[src/hw/rtl/sacl_set_mem.sv]
// Set memory: one row per set, one write port and one registered read port.
module sacl_set_mem #(
    parameter int DEPTH   = 64,
    parameter int ADDR_W  = 6,
    parameter int DATA_W  = 8
) (
    input  logic              aclk,
    input  logic              wr_en,
    input  logic [ADDR_W-1:0] wr_addr,
    input  logic [DATA_W-1:0] wr_data,
    input  logic              rd_en,
    input  logic [ADDR_W-1:0] rd_addr,
    output logic [DATA_W-1:0] rd_data
);

    logic [DATA_W-1:0] mem [DEPTH];
    logic [DATA_W-1:0] rd_data_reg;

    always_ff @(posedge aclk) begin
        if (wr_en) begin
            mem[wr_addr] <= wr_data;
        end
    end

    // read-during-write to the same row returns the old row
    always_ff @(posedge aclk) begin
        if (rd_en) begin
            rd_data_reg <= mem[rd_addr];
        end
    end

    assign rd_data = rd_data_reg;

endmodule

[config.mk]
export PLATFORM = sky130hd
export DESIGN_NAME = sacl_set_mem
export DESIGN_NICKNAME = d
export VERILOG_FILES = /design/src/hw/rtl/sacl_set_mem.sv
export SDC_FILE = /design/constraint.sdc
export NUM_CORES = 1
export LEC_CHECK = 0
export BUFFER_PORTS_ARGS = -buffer_cell sky130_fd_sc_hd__buf_2
export CAP_MARGIN = 40
export CORE_UTILIZATION = 62
export DETAILED_ROUTE_END_ITERATION = 16
export PLACE_DENSITY_LB_ADDON = 0.08
export SYNTH_ARGS = -nofsm -noshare
export SYNTH_HDL_FRONTEND = slang
export SYNTH_SLANG_ARGS = --single-unit
[constraint.sdc]
create_clock -name aclk -period 2.48 [get_ports aclk]
set_clock_uncertainty 0.05 [all_clocks]
set_input_delay 0.248 -clock aclk [delete_from_list [all_inputs] [get_ports aclk]]
set_output_delay 0.248 -clock aclk [all_outputs]
set_load 0.02 [all_outputs]
==> results.txt <==
The run finished with clean final reports. The cell count after synthesis came out at 940. The all-layer global routing usage is roughly 28%.

The worst path uses 89.83% of the clock period. The ratio of total power to cell area came out at between 700 and 800 mW/mm^2. The tree is rooted in a sky130_fd_sc_hd__clkbuf_16.

For the pin with the worst max-slew slack, the measured transition is ~0.8 ns. Setup repair after global routing left no endpoint under its margin. For this run the aggregate overflow at the end of global routing stands at 0. The maximum frequency from static timing analysis came out at about 0.45 GHz.

For the final routed database, the setup TNS stands at 0 ns. The number of instances resized during post-cts repair is 0. The number of placement rows is 65. The register with the most flip-flops in the layout has between 500 and 600 of them. The share of final-layout standard cells stronger than drive strength 1 is between 30% and 40%. The total power came out at 18.23 mW. The worst hold path class is input pin to register. TritonCTS built the clock tree. In this run the critical register-to-register path is captured at rd_data[6]. The last weighted congestion value of the routability-driven placer is 0.8862.

The number of I/O port buffers came out at 30. The number of warnings printed during yosys synthesis is 0. The total setup violations reported at the end of the flow is 0. The worst pin sits at a relative slew slack of a little under half. The number of antenna violations at the first check in global routing is 2. The worst-case IR drop observed on VDD is around 600 uV. The synthesized netlist net count came out at slightly below 1000. Along the worst path, the maximum fanout reaches 1. CTS built an H-tree with a depth of 2. The netlist area before placement is approximately 0.020 sq mm. The wire length per cell is 28.19 um. The vias per cell came out at between 6 and 7. The instance count along the most critical hold path came out at 1. The arrival time of the worst setup path came out at 2.46 ns. The region available for standard cell placement spans 0.03188 sq mm. After layout, the minimum clock period comes to approximately 2.2 ns. The overall routed net length came out at ~44000 um. The total CTS buffers is 50.

Summing over every cut layer, the via total after detailed routing is about 10000. For hold timing, the worst endpoint is mem[20][0]. Traced cell by cell, the critical path runs through mux4_2 -> mux2_2 -> o221a_2 -> nor3_1 -> buf_4 -> o32ai_1. The number of flip-flops and latches in the synthesized netlist is 520. The via count of the first global-routing pass came to ~11000. STA classifies the critical path startpoint as a register.

For this run, design rule violations remaining after detail routing come to 0. Clock-pin slew was measured on the worst setup and hold paths at 0.06 ns. The count of nets left with antenna violations once routing finished came out at 0. The total iterations of the first detailed-routing run is 7. The sequential fraction of the synthesis area is between 70% and 80%.

The worst endpoint required time came out at between 2 and 3 ns. The clock insertion delay at the later pin of the skew report is ~0.56 ns. The first global-routing pass estimated 65650 um of wire. In this run, the number of DRC markers left after iteration 0 of detailed routing was ~1300. The critical path is of the register to register type. The number of different library cells used by synthesis comes to 39. From bottom edge to top edge, the die measures about 180 um. The number of hold buffers added after CTS was 1. The die covers ~0.033 sq mm. The net count of the finished layout is ~1100.

The clock passes through at most 3 buffers. CTS saw 520 sinks. The layout overhead on the synthesized area is 15.13%. The largest stage delay on the critical path came out at ~0.48 ns.

The worst setup path is captured at a register. The setup check on the worst reg-to-reg path leaves a slack of ~0.25 ns. The number of hold-slack violations in the final timing report is 0. The post-synthesis area per instance is 21.54 sq um.

The I/O pin count is 31. The beginning of the worst hold path is wr_data[0]. The number of maximum-capacitance constraint violations is 0. The HPWL reported at the end of detailed placement came out at between 20000 and 30000 um. The horizontal die dimension is 182.7 um. The slowest cell on the critical path is sky130_fd_sc_hd__mux4_2.

The number of max-slew violations in the final report came out at 0. The startpoint identified for the worst register-to-register timing path is mem[21][6]. The cell depth of the worst flop-to-flop path is 6. The leakage power summed over all cells is 7.555 nW. The number of setup buffers added after CTS came out at 0. The largest net degree at the start of global routing is 65. The initial cell density of the core came out at a little under two thirds.
synthesized netlist by cell type, drive strengths merged:
master / instances / area (sq um)
o21a: 2 / 15.01
nor4: 2 / 12.51
a22oi: 3 / 22.52
a221oi: 6 / 52.55
a21oi: 3 / 15.01
o221a: 2 / 22.52
nor2b: 14 / 87.58
mux2i: 23 / 230.2
o32ai: 2 / 17.52
mux2: 13 / 146.4
nand4b: 1 / 8.760
o2111ai: 3 / 26.28
mux4: 126 / 2838
o41ai: 2 / 17.52
and2: 1 / 6.260
nor3: 7 / 35.03
a31oi: 1 / 6.260
nand2: 19 / 71.32
edfxtp: 520 / 15610
nand3b: 3 / 22.52
o21ai: 4 / 20.02
nand2b: 7 / 43.79
o22ai: 8 / 50.05
o2bb2ai: 3 / 26.28
a2111oi: 2 / 17.52
o311ai: 1 / 8.760
or3: 1 / 6.260
nand3: 13 / 65.06
nand4: 2 / 12.51
buf: 34 / 252.7
nor2: 83 / 311.6
clkbuf: 17 / 63.81
o221ai: 8 / 70.07
a211oi: 4 / 30.03
cells in the final DEF, fill, tap and decap left out, types with 11 or more instances in the layout:
cell type,count
sky130_fd_sc_hd__nor2_1,83
sky130_fd_sc_hd__clkinv_2,13
sky130_fd_sc_hd__nand3_1,13
sky130_fd_sc_hd__clkinv_1,11
sky130_fd_sc_hd__buf_4,112
sky130_fd_sc_hd__nor2b_1,14
sky130_fd_sc_hd__edfxtp_1,520
sky130_fd_sc_hd__buf_2,27
sky130_fd_sc_hd__mux2_2,13
sky130_fd_sc_hd__mux4_2,126
sky130_fd_sc_hd__nand2_1,19
sky130_fd_sc_hd__clkbuf_16,53
sky130_fd_sc_hd__mux2i_1,23
power by group:
| part | leakage [nW] | switching (mW) | total (mW) | internal [mW] |
|---|---|---|---|---|
| Combinational | 2.07 | 0.568 | 0.961 | 0.393 |
| Sequential | 4.69 | 0.0201 | 9.77 | 9.75 |
| Clock | 0.804 | 3.11 | 7.50 | 4.39 |
| Total | 7.56 | 3.70 | 18.2 | 14.5 |
cell families after synthesis:
logic type	Yosys count	synth area share (%)
muxes	162	15.88
AOI/OAI and AO/OA	54	2.064
and+or+nand+nor	153	3.374
DFF	520	77.12
buffers and inverters	51	1.563
routing by layer:
metal | wire length, um | share of wire, % | global-route usage, % | vias up
met5 | 0 | 0 | 0 | -
li1 | - | - | - | 4244
met4 | 1035 | 2.3 | 7.697 | 0
met2 | 22040 | 50 | 45.10 | 519
met3 | 3973 | 9.0 | 4.410 | 92
met1 | 17200 | 39 | 39.23 | 5194
how the worst max path moves through the flow:
stage	end	slack (ns)	start
2_1_floorplan	rd_data[3]	0.38	rd_addr[1]
3_3_place_gp	rd_data[3]	-0.04	rd_addr[0]
3_5_place_dp	rd_data[5]	-0.02	rd_addr[0]
4_1_cts	rd_data[6]	0.26	mem[21][6]
5_1_grt	rd_data[6]	0.22	mem[21][6]
6_report	rd_data[6]	0.25	mem[21][6]
stage by stage:
stage / hold slack, ns / cell area [sq um] / util (%) / instances / setup WS [ns]
global placement: 0.5635 / 21660 / 67.96 / 1474 / -0.03725
floorplan: 0.2969 / 20250 / - / 940 / 0.3757
detailed placement: 0.5667 / 21660 / 67.96 / 1474 / -0.01968
CTS: 0.009288 / 23300 / 73.08 / 1566 / 0.2641
finish: 0.03271 / 23310 / 73.12 / 1570 / 0.2522
global route: 0.01529 / 23300 / 73.08 / 1566 / 0.2172
worst max-delay path: cells and delay by family (launching register included):
family | cells | cell delay (ns)
AOI/OAI and AO/OA | 2 | 0.37
and+or+nand+nor | 1 | 0.24
buffers and inverters | 1 | 0.18
muxes | 2 | 0.77
DFF | 1 | 0.35
cell type report:
cell class	count	area (sq um)
clock buffer	60	1353
sequential	520	15620
tap	435	544.3
multi-input combinational	369	4315
timing repair buffer	151	1200
antenna	4	10.01
fill	1874	8571
clock inverter	31	272.8
(Power assumes the default switching activity.)
