<file path="src/hw/rtl/sacl_pkg.sv">
// Shared widths, register indexes and port layout of the cache tag directory.
package sacl_pkg;

    // configuration port
    localparam int CFG_INDEX_W = 2;
    localparam int CFG_DATA_W  = 4;

    localparam logic [CFG_INDEX_W-1:0] REG_LINE_OFFSET_WIDTH = 2'd0;
    localparam logic [CFG_INDEX_W-1:0] REG_SET_INDEX_WIDTH   = 2'd1;
    localparam logic [CFG_INDEX_W-1:0] REG_WAYS_LOG2         = 2'd2;

    localparam int OFFSET_CFG_W = 4;
    localparam int SET_CFG_W    = 3;
    localparam int WAYS_CFG_W   = 2;

    localparam logic [OFFSET_CFG_W-1:0] OFFSET_W_RESET = 4'd4;
    localparam logic [SET_CFG_W-1:0]    SET_W_RESET    = 3'd6;
    localparam logic [WAYS_CFG_W-1:0]   WAYS_LOG2_RESET = 2'd0;

    // widest byte offset the block splits off
    localparam logic [OFFSET_CFG_W-1:0] OFFSET_W_MAX = 4'd8;

    // result fields
    localparam int HIT_FLAG_W    = 1;
    localparam int WAY_USED_W    = 3;
    localparam int TAG_VALUE_W   = 16;
    localparam int SET_NUMBER_W  = 6;
    localparam int BYTE_OFFSET_W = 8;
    localparam int TOTAL_W       = 32;

    localparam int S_TDATA_W = 16;
    localparam int M_FIELDS_W = HIT_FLAG_W + WAY_USED_W + TAG_VALUE_W + SET_NUMBER_W
                              + BYTE_OFFSET_W + 2 * TOTAL_W;
    localparam int M_TDATA_W = ((M_FIELDS_W + 7) / 8) * 8;
    localparam int M_PAD_W   = M_TDATA_W - M_FIELDS_W;

endpackage

</file>
<file path="src/hw/rtl/sacl_way_update.sv">
// Tag compare, victim choice and LRU rank update for one set row.
module sacl_way_update #(
    parameter int ADDR_WIDTH = 16,
    parameter int MAX_WAYS   = 8,
    parameter int RANK_W     = 3,
    parameter int WAY_W      = 3,
    parameter int ROW_W      = MAX_WAYS * (1 + ADDR_WIDTH + RANK_W)
) (
    input  logic [ROW_W-1:0]                   row_in,
    input  logic [ADDR_WIDTH-1:0]              tag,
    input  logic [sacl_pkg::WAYS_CFG_W-1:0]    ways_log2,
    output logic [ROW_W-1:0]                   row_out,
    output logic                               hit,
    output logic [WAY_W-1:0]                   way
);

    typedef struct packed {
        logic                  valid;
        logic [ADDR_WIDTH-1:0] tag;
        logic [RANK_W-1:0]     rank;
    } way_entry_t;

    localparam int NWAYS_W = (1 << sacl_pkg::WAYS_CFG_W) + 1;

    way_entry_t [MAX_WAYS-1:0] row;
    way_entry_t [MAX_WAYS-1:0] row_new;
    logic [MAX_WAYS-1:0]       active;
    logic [MAX_WAYS-1:0]       match;
    logic [MAX_WAYS-1:0]       empty;
    logic [NWAYS_W-1:0]        nways;
    logic [WAY_W-1:0]          hit_way;
    logic [WAY_W-1:0]          empty_way;
    logic [WAY_W-1:0]          lru_way;
    logic [RANK_W-1:0]         best_rank;
    logic [WAY_W-1:0]          sel_way;
    logic [RANK_W-1:0]         old_rank;

    assign row   = row_in;
    assign nways = NWAYS_W'(1) << ways_log2;

    always_comb begin
        for (int v = 0; v < MAX_WAYS; v++) begin
            active[v] = v < int'(nways);
            match[v]  = active[v] && row[v].valid && (row[v].tag == tag);
            empty[v]  = active[v] && !row[v].valid;
        end
    end

    // lowest-numbered matching and lowest-numbered empty way
    always_comb begin
        hit_way   = '0;
        empty_way = '0;
        for (int v = MAX_WAYS - 1; v >= 0; v--) begin
            if (match[v]) begin
                hit_way = WAY_W'(v);
            end
            if (empty[v]) begin
                empty_way = WAY_W'(v);
            end
        end
    end

    // oldest way, lowest number on a tie
    always_comb begin
        best_rank = '0;
        lru_way   = '0;
        for (int v = 0; v < MAX_WAYS; v++) begin
            if (active[v] && row[v].rank > best_rank) begin
                best_rank = row[v].rank;
                lru_way   = WAY_W'(v);
            end
        end
    end

    assign hit = |match;

    always_comb begin
        priority if (hit) begin
            sel_way = hit_way;
        end else if (|empty) begin
            sel_way = empty_way;
        end else begin
            sel_way = lru_way;
        end
    end

    assign old_rank = row[sel_way].valid ? row[sel_way].rank : RANK_W'(MAX_WAYS - 1);

    always_comb begin
        row_new = row;
        for (int v = 0; v < MAX_WAYS; v++) begin
            if (active[v] && (WAY_W'(v) != sel_way) && row[v].valid
                    && (row[v].rank < old_rank)) begin
                row_new[v].rank = RANK_W'(row[v].rank + 1'b1);
            end
        end
        row_new[sel_way].rank = '0;
        if (!hit) begin
            row_new[sel_way].valid = 1'b1;
            row_new[sel_way].tag   = tag;
        end
    end

    assign row_out = row_new;
    assign way     = sel_way;

endmodule

</file>
<file path="config.mk">
export PLATFORM = sky130hd
export DESIGN_NAME = sacl_way_update
export DESIGN_NICKNAME = d
export VERILOG_FILES = /design/src/hw/rtl/sacl_pkg.sv /design/src/hw/rtl/sacl_way_update.sv
export SDC_FILE = /design/constraint.sdc
export NUM_CORES = 1
export LEC_CHECK = 0
export ABC_AREA = 1
export BUFFER_PORTS_ARGS = -buffer_cell sky130_fd_sc_hd__buf_2
export CORE_AREA = 5 5 131 133
export DETAILED_ROUTE_END_ITERATION = 10
export DIE_AREA = 0 0 136 138
export PLACE_DENSITY = 0.74
export SLEW_MARGIN = 30
export SYNTH_ARGS = -nofsm -noshare
export SYNTH_HDL_FRONTEND = slang
export SYNTH_SLANG_ARGS = --single-unit
</file>
<file path="constraint.sdc">
create_clock -name vclk -period 40
set_input_delay 10 -clock vclk [all_inputs]
set_output_delay 10 -clock vclk [all_outputs]
set_load 0.01 [all_outputs]
</file>
==> flow_metrics.tcl <==
set metrics [dict create \
    status "finished, final reports clean" \
    tns_ns 0 \
    ant_nets 0 \
    critPathLaunchType "input pin" \
    grt_use_total_pct 34.11 \
    fillers 1787 \
    start_util_pct 40.69 \
    firstDrtPassIters 6 \
    synth_seq_area_share_pct 0 \
    hold_path_class "in -> out" \
    holdPathStages 3 \
    use_met1_pct 40.46 \
    pre_cts_ws_ns 9.751 \
    grt_pass1_vias 9516 \
    setup_violations 0 \
    syn-cell-area_um2 6394 \
    max_slew_margin_pct 41.38 \
    areaGrowthSynthToFinish_pct 26.75 \
    use_met2_pct 59.22 \
    gp_routability_congestion 0.9891 \
    grt_max_degree 38 \
    fp.coreArea_um2 15710 \
    synth_nets 1474 \
    slew_violations 0 \
    drt_iter0_markers 944 \
    pin_count 342 \
    hold_violations 0 \
    fin_ws_ns 9.577 \
    seq_cells 0 \
    postCtsHoldBufs 0 \
    leakage_uw 0.004706 \
    fmax_ghz 0.03287 \
    grt_util_met3_pct 5.842 \
    wirelength_mm 34.08 \
    crit_path_end_kind "output port" \
    synth_cells 1274 \
    multiInputGateArea_um2 5504 \
    die_area_um2 18770 \
    post_drt_wl_per_cell_um 19.16 \
    crit_path_max_incr_delay_ns 0.62 \
    place_hpwl_mm 27.68 \
    crit_slowest_cell "nor2_1" \
    nNetsFinal 1760 \
    synth_warnings 0 \
    peakVddDrop_v 0.000009729 \
    power_density_nw_per_um2 17.35 \
    post_cts_buffers 0 \
    drive_gt1_share_pct 27.79 \
    final-seq-area_um2 0 \
    syn_area_per_cell_um2 5.019 \
    worstPathMaxFanout 25 \
    ctsResizeCount 0 \
    grt_busiest_layer "met2" \
    die_w_um 136 \
    die_y_um 138 \
    worst_ep_arrival_time_ns 20.42 \
    worst_pin_slew_ns 0.8784 \
    vias 9911 \
    period_minus_slack_ns 30.42 \
    cp.required_ns 30.00 \
    maxCapViolCount 0 \
    port_buffers 342 \
    clock_buffers 0 \
    ys_types 51 \
    rsz0062_at_grt "false" \
    num_rows 46 \
    crit_type "in -> out" \
    grt_pass1_wl_mm 51.55 \
    whs_ns 20.32 \
    overflow 0 \
    drc 0 \
    fin_crit_sh_pct 76.06 \
    antenna_found_initial 11 \
    via_per_inst 5.571 \
]
-- where the power goes --
part           switching [uW]  total [uW]  internal (uW)  leakage [uW]
sequential                  0           0              0             0
combinational            92.3         141           48.3       0.00471
clock                       0   0.0000168      0.0000167  0.0000000317
-- worst paths after layout --
check	startpoint	to
max	row_in[0]	row_out[19]
min	row_in[120]	row_out[120]
-- metal layers --
metal | part of all wire (%) | vias up
met1 | 37 | 4425
met3 | 9.7 | 134
met4 | 5.8 | 14
met2 | 47 | 588
li1 | - | 4750
met5 | 0.27 | -
-- metrics by stage --
| stage | utilization [%] | instance area (um2) | total power (uW) | std cells |
|---|---|---|---|---|
| after floorplan | - | 6394 | 87.43 | 1274 |
| after global placement | 51.47 | 8087 | 136.4 | 1774 |
| after detailed placement | 51.47 | 8087 | 137.9 | 1774 |
| after CTS | 51.47 | 8087 | 138.5 | 1774 |
| after global routing | 51.54 | 8099 | 154.1 | 1777 |
| final | 51.58 | 8104 | 140.6 | 1779 |
-- cells in the mapped netlist (3+ instances only) --
| library cell | n | area (um2) |
|---|---|---|
| nand3_1 | 82 | 410.4 |
| o2111ai_1 | 6 | 52.55 |
| inv_2 | 9 | 33.78 |
| nor2_1 | 112 | 420.4 |
| buf_2 | 20 | 100.1 |
| nand3_2 | 7 | 70.07 |
| clkbuf_1 | 32 | 120.1 |
| nor3_1 | 24 | 120.1 |
| nor2_2 | 3 | 18.77 |
| o21ai_1 | 16 | 80.08 |
| ha_1 | 22 | 275.3 |
| inv_1 | 144 | 540.5 |
| nor4_1 | 25 | 156.4 |
| a2111oi_0 | 5 | 43.79 |
| o21ai_0 | 162 | 810.8 |
| nand2_1 | 379 | 1423 |
| o22ai_1 | 4 | 25.02 |
| xor2_1 | 39 | 341.6 |
| nor4b_1 | 4 | 35.03 |
| a21oi_1 | 18 | 90.09 |
| nand2_2 | 32 | 200.2 |
| or2_2 | 20 | 125.1 |
| nand4_1 | 34 | 212.7 |
| buf_6 | 4 | 45.04 |
| xnor2_1 | 28 | 245.2 |
| nand3b_1 | 3 | 22.52 |
| nand2_4 | 5 | 56.30 |
| nor3b_1 | 5 | 37.54 |
-- layout make-up --
type / instances / area share [%]
inverter: 156 / 7.287
timing repair buffer: 344 / 21.31
tap: 216 / 3.335
antenna: 5 / 0.1544
multi-input combinational: 1058 / 67.92
-- logic make-up (layout without fill, tap and decap cells) --
logic type,after synthesis,in the layout,synth area share (%)
other,0,5,0
AND/OR/NAND/NOR,742,742,53.19
adder cells (fa/ha/maj),22,22,4.305
buffers and inverters,216,500,13.99
AO/OA/AOI/OAI,227,227,19.34
XOR/XNOR,67,67,9.178
-- cell usage in the layout, fill, tap and decap left out, types with 3 or more instances in the layout --
master     count
diode_2        5
nor4_1        25
inv_2          9
o21ai_1       16
nor3b_1        5
o2111ai_1      6
inv_1        144
nand2_1      378
nor2_1       111
nor2_2         4
o22ai_1        4
or2_2         20
a21oi_1       18
nand3b_1       3
buf_2        342
nor4b_1        4
xnor2_1       28
o21ai_0      162
nand4_1       34
nor3_1        24
nand3_1       82
nand2_2       33
a2111oi_0      5
nand2_4        5
xor2_1        39
nand3_2        7
ha_1          22
-- worst max-delay path, delay by kind of cell --
family	cells	cell delay (ns)
adders and majority gates	8	2.22
buffers and inverters	9	1.43
and+or+nand+nor	29	4.03
AOI/OAI and AO/OA	14	2.72
Note: power is estimated with default switching activity, not from simulation.
